===== config.mk =====
export PLATFORM = sky130hd
export DESIGN_NAME = line_turn_sequencer
export DESIGN_NICKNAME = d
export VERILOG_FILES = /design/src/rtl/lts_pkg.sv /design/src/rtl/line_turn_sequencer.sv
export VERILOG_INCLUDE_DIRS = /design/src /design/src/rtl
export SDC_FILE = /design/constraint.sdc
export NUM_CORES = 1
export LEC_CHECK = 0
export BUFFER_PORTS_ARGS = -buffer_cell sky130_fd_sc_hd__buf_2
export CORE_AREA = 2 2 152 80
export CTS_BUF_LIST = sky130_fd_sc_hd__clkbuf_2 sky130_fd_sc_hd__clkbuf_4 sky130_fd_sc_hd__clkbuf_8
export DETAILED_ROUTE_END_ITERATION = 10
export DIE_AREA = 0 0 154 82
export GPL_TIMING_DRIVEN = 1
export PLACE_DENSITY = 0.86
export RECOVER_POWER = 50
export SYNTH_ARGS = -nofsm -noshare
export SYNTH_HDL_FRONTEND = slang
export SYNTH_SLANG_ARGS = --single-unit

===== constraint.sdc =====
create_clock -name clock -period 8.55 [get_ports clock]
set_clock_uncertainty 0.1 [all_clocks]
set_input_delay 0.4275 -clock clock [delete_from_list [all_inputs] [get_ports clock]]
set_output_delay 0.4275 -clock clock [all_outputs]
set_load 0.02 [all_outputs]

===== src/rtl/assert_macros.svh =====
// Assertion helpers included by line_turn_sequencer.
`ifndef ASSERT_MACROS_SVH
`define ASSERT_MACROS_SVH

// Same-cycle implication, disabled during reset.
`define ASSERT_IMPLIES(label, clk, rst, ante, cons) \
   label: assert property (@(posedge clk) disable iff (rst) (ante) |-> (cons)) \
      else $error("assertion failed: same-cycle implication");

// Next-cycle implication, disabled during reset.
`define ASSERT_NEXT(label, clk, rst, ante, cons) \
   label: assert property (@(posedge clk) disable iff (rst) (ante) |=> (cons)) \
      else $error("assertion failed: next-cycle implication");

`endif


===== src/rtl/lts_pkg.sv =====
package lts_pkg;

   localparam int unsigned SENSOR_COUNT = 8;
   localparam int unsigned BITS_W       = 8;
   localparam int unsigned SPEED_W      = 10;
   localparam int unsigned CMD_W        = 11;

   // 2^19 / 10 rounded up; exact quotient for dividends below 43690
   localparam logic [15:0] RECIP_TEN    = 16'd52429;

   localparam logic KIND_START  = 1'b0;
   localparam logic KIND_SAMPLE = 1'b1;

   typedef enum logic [3:0] {
      PH_IDLE       = 4'd0,
      PH_S3_OFF     = 4'd1,
      PH_S0_ON      = 4'd2,
      PH_S0_OFF     = 4'd3,
      PH_S3_ON      = 4'd4,
      PH_S3_OFF_B   = 4'd5,
      PH_S7_ON      = 4'd6,
      PH_S7_OFF     = 4'd7,
      PH_FIN_S3_OFF = 4'd8,
      PH_FIN_S0_ON  = 4'd9,
      PH_FIN_S3_ON  = 4'd10,
      PH_FIN_S4_ON  = 4'd11
   } phase_type;

   // Sensor lookup in turn order; sensors beyond the input bits read as off.
   function automatic logic sensor_on(input logic [BITS_W-1:0] bits,
                                      input logic              rev,
                                      input int unsigned       idx);
      int unsigned src;
      src = rev ? (SENSOR_COUNT - 1 - idx) : idx;
      if (idx >= SENSOR_COUNT || src >= BITS_W) begin
         return 1'b0;
      end
      return bits[src[2:0]];
   endfunction

   function automatic logic [CMD_W-1:0] apply_sign(input logic [SPEED_W-1:0] mag,
                                                   input logic               neg);
      logic [CMD_W-1:0] ext;
      ext = {1'b0, mag};
      return neg ? (~ext + CMD_W'(1)) : ext;
   endfunction

endpackage


===== src/rtl/line_turn_sequencer.sv =====
// line_turn_sequencer: in-place turn sequencer driven by sensor sample requests.
// Path: input register, then result register; a request moves on from the input
//   register once the result register is free or its response is taken.
// Throughput: 1 request per cycle while rsp_ready is high; the input register, when
//   empty, takes a new request while a finished response waits in the result register.
// Reset (synchronous, active high): idle, speed 0, base speed 200, both registers empty.
module line_turn_sequencer
   import lts_pkg::*;
(
   input  logic                     clock,
   input  logic                     reset,
   // configuration
   input  logic                     csr_wr_en,
   input  logic [SPEED_W-1:0]       csr_wr_data,
   // request channel
   input  logic                     req_valid,
   output logic                     req_ready,
   input  logic                     req_kind,
   input  logic [7:0]               req_turn_count,
   input  logic                     req_turn_right,
   input  logic [BITS_W-1:0]        req_sensor_bits,
   // response channel
   output logic                     rsp_valid,
   input  logic                     rsp_ready,
   output logic signed [CMD_W-1:0]  rsp_speed_cmd,
   output logic                     rsp_speed_changed,
   output logic                     rsp_busy_res,
   output logic                     rsp_finished
);

`include "assert_macros.svh"

   // ---------------------------------------------------------------
   // Configuration register
   // ---------------------------------------------------------------
   logic [SPEED_W-1:0] base_speed_ff;

   always_ff @(posedge clock) begin
      if (reset) begin
         base_speed_ff <= SPEED_W'(200);
      end else if (csr_wr_en) begin
         base_speed_ff <= csr_wr_data;
      end
   end

   // ---------------------------------------------------------------
   // Input register: holds one request until the result stage is free
   // ---------------------------------------------------------------
   logic              in_valid_ff;
   logic              in_kind_ff;
   logic [7:0]        in_count_ff;
   logic              in_right_ff;
   logic [BITS_W-1:0] in_bits_ff;
   logic              out_valid_ff;
   logic              advance;

   // Move the held request into the result register when that slot frees up.
   assign advance   = in_valid_ff && (!out_valid_ff || rsp_ready);
   assign req_ready = !in_valid_ff || advance;

   always_ff @(posedge clock) begin
      if (reset) begin
         in_valid_ff <= 1'b0;
      end else if (req_ready) begin
         in_valid_ff <= req_valid;
      end
   end

   always_ff @(posedge clock) begin
      if (req_ready && req_valid) begin
         in_kind_ff  <= req_kind;
         in_count_ff <= req_turn_count;
         in_right_ff <= req_turn_right;
         in_bits_ff  <= req_sensor_bits;
      end
   end

   // ---------------------------------------------------------------
   // Turn state
   // ---------------------------------------------------------------
   phase_type         phase_ff, phase_in;
   logic [7:0]        crossings_ff, crossings_in;
   logic              reverse_ff, reverse_in;
   logic [CMD_W-1:0]  speed_ff, speed_in;
   logic              changed_in, done_in;

   // Speed scaling: 0.8x as (8m + 5) / 10 by reciprocal multiply, 0.5x as (m + 1) / 2.
   logic [12:0]        dividend;
   logic [28:0]        product;
   logic [SPEED_W-1:0] speed_80;
   logic [SPEED_W:0]   half_sum;
   logic [SPEED_W-1:0] speed_50;

   assign dividend = {base_speed_ff, 3'b000} + 13'd5;
   assign product  = 29'(dividend) * 29'(RECIP_TEN);
   assign speed_80 = product[28:19];
   assign half_sum = {1'b0, base_speed_ff} + {{SPEED_W{1'b0}}, 1'b1};
   assign speed_50 = half_sum[SPEED_W:1];

   // Condition of the wait step in progress, in turn order.
   logic s0, s3, s4, s7, wait_met;

   always_comb begin
      s0 = sensor_on(in_bits_ff, reverse_ff, 0);
      s3 = sensor_on(in_bits_ff, reverse_ff, 3);
      s4 = sensor_on(in_bits_ff, reverse_ff, 4);
      s7 = sensor_on(in_bits_ff, reverse_ff, 7);
      case (phase_ff)
         PH_S3_OFF:     wait_met = !s3;
         PH_S0_ON:      wait_met = s0;
         PH_S0_OFF:     wait_met = !s0;
         PH_S3_ON:      wait_met = s3;
         PH_S3_OFF_B:   wait_met = !s3;
         PH_S7_ON:      wait_met = s7;
         PH_S7_OFF:     wait_met = !s7;
         PH_FIN_S3_OFF: wait_met = !s3;
         PH_FIN_S0_ON:  wait_met = s0;
         PH_FIN_S3_ON:  wait_met = s3;
         PH_FIN_S4_ON:  wait_met = s4;
         default:       wait_met = 1'b0;
      endcase
   end

   always_comb begin
      phase_in     = phase_ff;
      crossings_in = crossings_ff;
      reverse_in   = reverse_ff;
      speed_in     = speed_ff;
      changed_in   = 1'b0;
      done_in      = 1'b0;
      if (in_kind_ff == KIND_START) begin
         // A start drops any running turn and arms a new one.
         reverse_in   = in_right_ff;
         crossings_in = (in_count_ff > 8'd1) ? (in_count_ff - 8'd1) : 8'd0;
         speed_in     = apply_sign(base_speed_ff, in_right_ff);
         changed_in   = 1'b1;
         phase_in     = (crossings_in != 8'd0) ? PH_S3_OFF : PH_FIN_S3_OFF;
      end else if (wait_met) begin
         case (phase_ff)
            PH_S7_OFF: begin
               // One line crossed; loop again or begin the final approach.
               crossings_in = crossings_ff - 8'd1;
               phase_in     = (crossings_in != 8'd0) ? PH_S3_OFF : PH_FIN_S3_OFF;
            end
            PH_FIN_S0_ON: begin
               speed_in   = apply_sign(speed_80, reverse_ff);
               changed_in = 1'b1;
               phase_in   = PH_FIN_S3_ON;
            end
            PH_FIN_S3_ON: begin
               speed_in   = apply_sign(speed_50, reverse_ff);
               changed_in = 1'b1;
               phase_in   = PH_FIN_S4_ON;
            end
            PH_FIN_S4_ON: begin
               speed_in   = '0;
               changed_in = 1'b1;
               done_in    = 1'b1;
               phase_in   = PH_IDLE;
            end
            default: begin
               phase_in = phase_type'(phase_ff + 4'd1);
            end
         endcase
      end
   end

   always_ff @(posedge clock) begin
      if (reset) begin
         phase_ff     <= PH_IDLE;
         crossings_ff <= 8'd0;
         reverse_ff   <= 1'b0;
         speed_ff     <= '0;
      end else if (advance) begin
         phase_ff     <= phase_in;
         crossings_ff <= crossings_in;
         reverse_ff   <= reverse_in;
         speed_ff     <= speed_in;
      end
   end

   // ---------------------------------------------------------------
   // Result register
   // ---------------------------------------------------------------
   logic [CMD_W-1:0] out_speed_ff;
   logic             out_changed_ff;
   logic             out_busy_ff;
   logic             out_done_ff;

   always_ff @(posedge clock) begin
      if (reset) begin
         out_valid_ff <= 1'b0;
      end else if (advance) begin
         out_valid_ff <= 1'b1;
      end else if (rsp_ready) begin
         out_valid_ff <= 1'b0;
      end
   end

   always_ff @(posedge clock) begin
      if (advance) begin
         out_speed_ff   <= speed_in;
         out_changed_ff <= changed_in;
         out_busy_ff    <= (phase_in != PH_IDLE);
         out_done_ff    <= done_in;
      end
   end

   assign rsp_valid         = out_valid_ff;
   assign rsp_speed_cmd     = $signed(out_speed_ff);
   assign rsp_speed_changed = out_changed_ff;
   assign rsp_busy_res      = out_busy_ff;
   assign rsp_finished      = out_done_ff;

   // ---------------------------------------------------------------
   // Assertions
   // ---------------------------------------------------------------
   `ASSERT_IMPLIES(a_finish_stops, clock, reset, out_valid_ff && out_done_ff,
      out_speed_ff == '0 && out_changed_ff && !out_busy_ff)
   `ASSERT_IMPLIES(a_final_no_crossings, clock, reset,
      phase_ff == PH_IDLE || phase_ff == PH_FIN_S3_OFF || phase_ff == PH_FIN_S0_ON ||
      phase_ff == PH_FIN_S3_ON || phase_ff == PH_FIN_S4_ON, crossings_ff == 8'd0)
   `ASSERT_IMPLIES(a_idle_zero_speed, clock, reset, phase_ff == PH_IDLE, speed_ff == '0)
   `ASSERT_NEXT(a_held_request, clock, reset, in_valid_ff && !advance,
      in_valid_ff && $stable(in_bits_ff) && $stable(in_kind_ff))

endmodule

======== Yosys cells after proc, flatten, opt, wreduce, memory -nomap -nowiden ========
Index checks and enable logic that the tools add are counted.
storage, ports and cells
  flip-flop bits (word level) ............. 68
cells by class
  $add $sub $neg .......................... 8
  $mul .................................... 1
  $lt $le $gt $ge ......................... 9
  equal/unequal tests ..................... 13
  multiplexer cells ....................... 45
  bitwise gates (word level) .............. 4
  reductions and logical operators ........ 20
operators with widths
  operator                                                                         number
  11-bit two-way mux                                                               5
  11-bit by 1-bit adder with 11-bit output, second input constant                  3
  10-bit inverter with 11-bit output                                               3
  11-bit case mux with 3 select lines                                              1
  8-bit two-way mux                                                                4
  13-bit by 16-bit multiplier with 29-bit output, second input constant            1
  1-bit two-way mux                                                                21
  4-bit by 3-bit == test with 1-bit output, second input constant                  4
  4-bit == test, second input constant                                             4
  3-bit by 4-bit >= comparator with 1-bit output, second input constant            4
  3-bit by 4-bit < comparator with 1-bit output, second input constant             4
  4-bit two-way mux                                                                4
  4-bit case mux with 4 select lines                                               1
  8-bit nonzero test                                                               2
  8-bit by 1-bit subtractor with 8-bit output, second input constant               2
  13-bit by 3-bit adder with 13-bit output, second input constant                  1
  1-bit binary-select mux with 3-bit select                                        4
  3-bit two-way mux                                                                4
  10-bit by 1-bit adder with 11-bit output, second input constant                  1
  4-bit by 2-bit == test with 1-bit output, second input constant                  2
  8-bit by 1-bit greater-than comparator with 1-bit output, second input constant  1
  1-bit case mux with 7 select lines                                               1
  3-bit OR reduction                                                               2
  1-bit logical NOT                                                                5
  other kinds (11)                                                                 16

======== Depth between registers and ports, before layout ========
  word-level depth ........................ 9
  depth in mapped cells ................... 26
  mapped depth without buffers ............ 26

======== Least setup slack after synthesis ========
No wires, ideal clock.
  path kind ............................... register to register
  start point ............................. register base_speed_ff[2]
  end point ............................... register out_speed_ff[9] (netlist: rsp_speed_cmd[9]), data pin
  library setup time ...................... 0.260 ns
  arrival ................................. 5.709 ns
  setup slack ............................. 2.481 ns
  cell stages (with the launch flop) ...... 23
  path buffers ............................ 1
  period minus slack after synthesis ...... 6.069 ns
  cells stage by stage .................... dfxtp_1 inv_1 ha_1 inv_1 fa_1 inv_1 fa_1 inv_1 fa_1 inv_1 ha_1 ha_1 clkbuf_1 a2111oi_0 o21ai_1 o21ai_0 o2111ai_1 nand3b_1 or4bb_1 o41ai_4 xnor2_1 a2bb2oi_1 a21oi_2
between the ends
  longest elaborated chain between the ends .. 8
  elaborated cells on any way between the ends .. 15
  those cells by class .................... 5 x add/sub; 1 x mul; 6 x mux; 3 x bitwise
ends and longest elaborated chain
  what                                            RTL line                    source
  from (decl)                                     line_turn_sequencer.sv:36   logic [SPEED_W-1:0] base_speed_ff;
  from (signal assigned)                          line_turn_sequencer.sv:42   base_speed_ff <= csr_wr_data;
  13-bit by 3-bit adder with 13-bit output        line_turn_sequencer.sv:94   assign dividend = {base_speed_ff, 3'b000} + 13'd5;
  13-bit by 16-bit multiplier with 29-bit output  line_turn_sequencer.sv:95   assign product = 29'(dividend) * 29'(RECIP_TEN);
  10-bit inverter with 11-bit output              lts_pkg.sv:45               return neg ? (~ext + CMD_W'(1)) : ext;
  11-bit by 1-bit adder with 11-bit output        lts_pkg.sv:45
  11-bit two-way mux                              lts_pkg.sv:45
  11-bit case mux with 3 select lines             line_turn_sequencer.sv:139  case (phase_ff)
  11-bit two-way mux                              line_turn_sequencer.sv:138  end else if (wait_met) begin
  11-bit two-way mux (*)                          line_turn_sequencer.sv:131  if (in_kind_ff == KIND_START) begin
  net speed_in[9]                                 line_turn_sequencer.sv:84   logic [CMD_W-1:0] speed_ff, speed_in;
  to (signal assigned)                            line_turn_sequencer.sv:202  out_speed_ff <= speed_in;
  to (decl)                                       line_turn_sequencer.sv:185  logic [CMD_W-1:0] out_speed_ff;
Mark *: on every way through the listed nets, which the timed path passes. The rest lies on a longest branch.
A chain may end at the register's enable or synchronous reset.

======== Worst setup path in the final report ========
  start point ............................. register base_speed_ff[4]
  end point ............................... register out_speed_ff[9] (netlist: rsp_speed_cmd[9]), data pin
The elaborated chain is that of the path after synthesis.

==> out/metrics.yaml <==
regArea_mm2: 0.001562
cp_top_family: "adder cells"
place.port_buffers: 44
cts_resized: 0
power_leakage_nw: 3.359
grt_max_degree: 41
first_global_vias: 5725
status: "finished, violations left"
start_util_pct: 62.36
crit_type: "flip-flop to flip-flop"
vias: 6341
die_w_um: 154
clk_latency_ns: 0.35
drive_above_1_share_pct: 7.593
via_per_inst: 6.303
power.total_w: 0.002105
critPathRequiredTime_ns: 8.54
finalSetupTns_ns: 0
first_iter_violations: 844
hold_violations: 0
ir_drop_uv: 196.5
crit_path_cell_trace: "inv_1 > ha_1 > inv_1 > fa_1 > fa_1 > inv_1 > fa_1 > inv_1 > fa_1 > inv_1 > ha_1 > nand3_1 > nor4_1 > o311ai_2 > nand3_2 > xor2_1 > or3_1 > o41ai_4 > xnor2_1 > a2bb2oi_1 > a21oi_2"
crit_top_cell: "inv_1"
synth-main-ff-cell: "dfxtp_1"
hold_buffers: 0
final_nets: 1016
synth_nets: 991
dp_hpwl_um: 15680
die_area_mm2: 0.01263
relSlewSlack_pct: -7.817
netlist_area_mm2: 0.007101
root_buffer: "clkbuf_8"
cts_buffers: 9
syn_to_final_growth_pct: 6.308
finalMaxSlewViolations: 34
coreArea_mm2: 0.01139
cp-end-kind: "flip-flop"
hold_class: "input pin to flip-flop"
yosys_warnings: 0
grt_use_total_pct: 32.12
arrival_ns: 7.23
cts_htree_levels: 3
ys_seq_area_share_pct: 21.99
clock_path_buffers: 2
crit_buf_inv: 5
io_pins: 49
drt_pass1_iterations: 6
cp_max_fo: 9
slowest_stage: "nor4_1"
ys_ff_latch: 64
rsz0062_at_grt: "false"
post-route-period-util_pct: 84.68
n_antenna_cell: 0
violations: "capacitance limit, slew limit"
antenna_found_initial: 0
grt-ovfl-total: 0
p_per_area_mw_per_mm2: 278.8
drt-total-wl_um: 19540
synth_cell_type_count: 72
multi_input_area_mm2: 0.004961
fillers: 939
antenna_left: 0
setup_viol: 0
clk_pin_slew_ns: 0.08
post-route-drc-count: 0
fp.dieH_um: 82
core.rowCount: 28
synth_cells: 826
routedWlPerCell_um: 19.42
clock_sinks: 64
worst_setup_path_start_kind: "flip-flop"
drv_cap: 1
tritoncts: "done"
critPathMaxStageDelay_ns: 0.61
synthArstFlopShare_pct: 0
max_freq_ghz: 0.1381
gp_congestion: 0.9842
syn_avg_cell_area_um2: 8.596
grt_pass1_wl_um: 30880
postCtsSetupBuffers: 0
fin_crit_ns: 7.240
worstMarginPinSlew_ns: 1.617
synth_edf_count: 28
[flip-flops by register name (all words and copies together) (netlist names)]
signal / cells
crossings_ff: 8
rsp_finished: 1
rsp_valid: 1
speed_ff: 11
in_right_ff: 1
phase_ff: 4
rsp_busy_res: 1
reverse_ff: 1
in_valid_ff: 1
in_kind_ff: 1
rsp_speed_changed: 1
rsp_speed_cmd: 11
in_count_ff: 8
in_bits_ff: 4
base_speed_ff: 10
[final cells by class]
class	count	area share, %
multi-input combinational	611	65.72
sequential	64	20.69
clock buffer	10	1.823
timing repair buffer	48	3.000
inverter	117	5.818
tap	150	2.486
clock inverter	6	0.4641
[power breakdown]
part,switching [W],internal [W]
sequential,0.0000191,0.000338
clock,0.000126,0.000111
combinational,0.000991,0.000519
[worst reg2reg max path, stage by stage, from the launching register on]
cell       delay, ns
dfxtp_1         0.60
inv_1           0.20
ha_1            0.38
inv_1           0.07
fa_1            0.53
fa_1            0.54
inv_1           0.05
fa_1            0.47
inv_1           0.08
fa_1            0.53
inv_1           0.04
ha_1            0.38
nand3_1         0.21
nor4_1          0.61
o311ai_2        0.40
nand3_2         0.19
xor2_1          0.11
or3_1           0.51
o41ai_4         0.43
xnor2_1         0.19
a2bb2oi_1       0.26
a21oi_2         0.10
[routing by layer]
layer / up-vias / routed length [um] / share of wire [%] / GRT usage (%)
met2: 410 / 6872 / 35 / 39.42
met3: 24 / 3226 / 17 / 16.68
met1: 2981 / 9258 / 47 / 48.85
li1: 2926 / - / - / -
met4: 0 / 178 / 0.91 / 4.299
met5: - / 0 / 0 / 0
[layout by cell type (no fill, tap or decap), drive strengths merged, types with 5 or more instances in the layout]
cell    count
a211oi      7
nand2      69
buf        31
a31oi       8
o21bai      5
fa         38
a21oi      48
o21a        5
edfxtp     28
nand4      11
nor2       45
and3        7
ha         94
nor4        5
nor2b      10
a21o        5
xnor2      36
nand2b      8
clkbuf     27
o31ai       7
mux2i      19
o211ai      8
o22ai       7
a221oi      5
nand3      20
dfxtp      36
nor3       20
xor2       14
o21ai      43
a22oi       6
inv       117
[final timing paths]
check                           slack (ns)               from  cells after the start          endpoint
worst max register to register        1.31   base_speed_ff[4]                     21  rsp_speed_cmd[9]
worst min-delay path                  0.15  req_turn_count[0]                      1    in_count_ff[0]
worst max-delay path                  1.31   base_speed_ff[4]                     21  rsp_speed_cmd[9]
worst min register to register        0.37        speed_ff[2]                      2       speed_ff[2]
[Yosys cell counts (14+ instances only)]
master,instances,area share (%)
inv_1,117,6.2
ha_1,94,17
nand2_1,69,3.6
a21oi_1,47,3.3
nor2_1,45,2.4
fa_1,38,11
o21ai_0,38,2.7
dfxtp_1,36,10
xnor2_1,36,4.4
clkbuf_1,31,1.6
edfxtp_1,28,12
nor3_1,20,1.4
mux2i_1,19,2.7
nand3_1,19,1.3
xor2_1,14,1.7
[cell families after synthesis]
| family | count (synthesis) | share of synthesized area [%] |
|---|---|---|
| XOR/XNOR | 51 | 6.502 |
| adder cells (fa/ha/maj) | 132 | 27.28 |
| flip-flops | 64 | 21.99 |
| AO/OA/AOI/OAI | 185 | 17.60 |
| buffers and inverters | 151 | 8.211 |
| multiplexers | 21 | 2.996 |
| AND/OR/NAND/NOR | 222 | 15.42 |
[through the flow]
stage	std cells	hold WS (ns)	worst slack, ns	utilization, %	area (um2)
3_3_place_gp	990	0.3434	1.563	64.99	7400
5_1_grt	1006	0.1382	1.044	66.30	7548
6_report	1006	0.1456	1.310	66.30	7548
3_5_place_dp	990	0.3580	1.509	64.99	7400
4_1_cts	1006	0.1444	1.498	66.51	7572
2_1_floorplan	826	0.3332	2.481	-	7101
(Power assumes the default switching activity.)
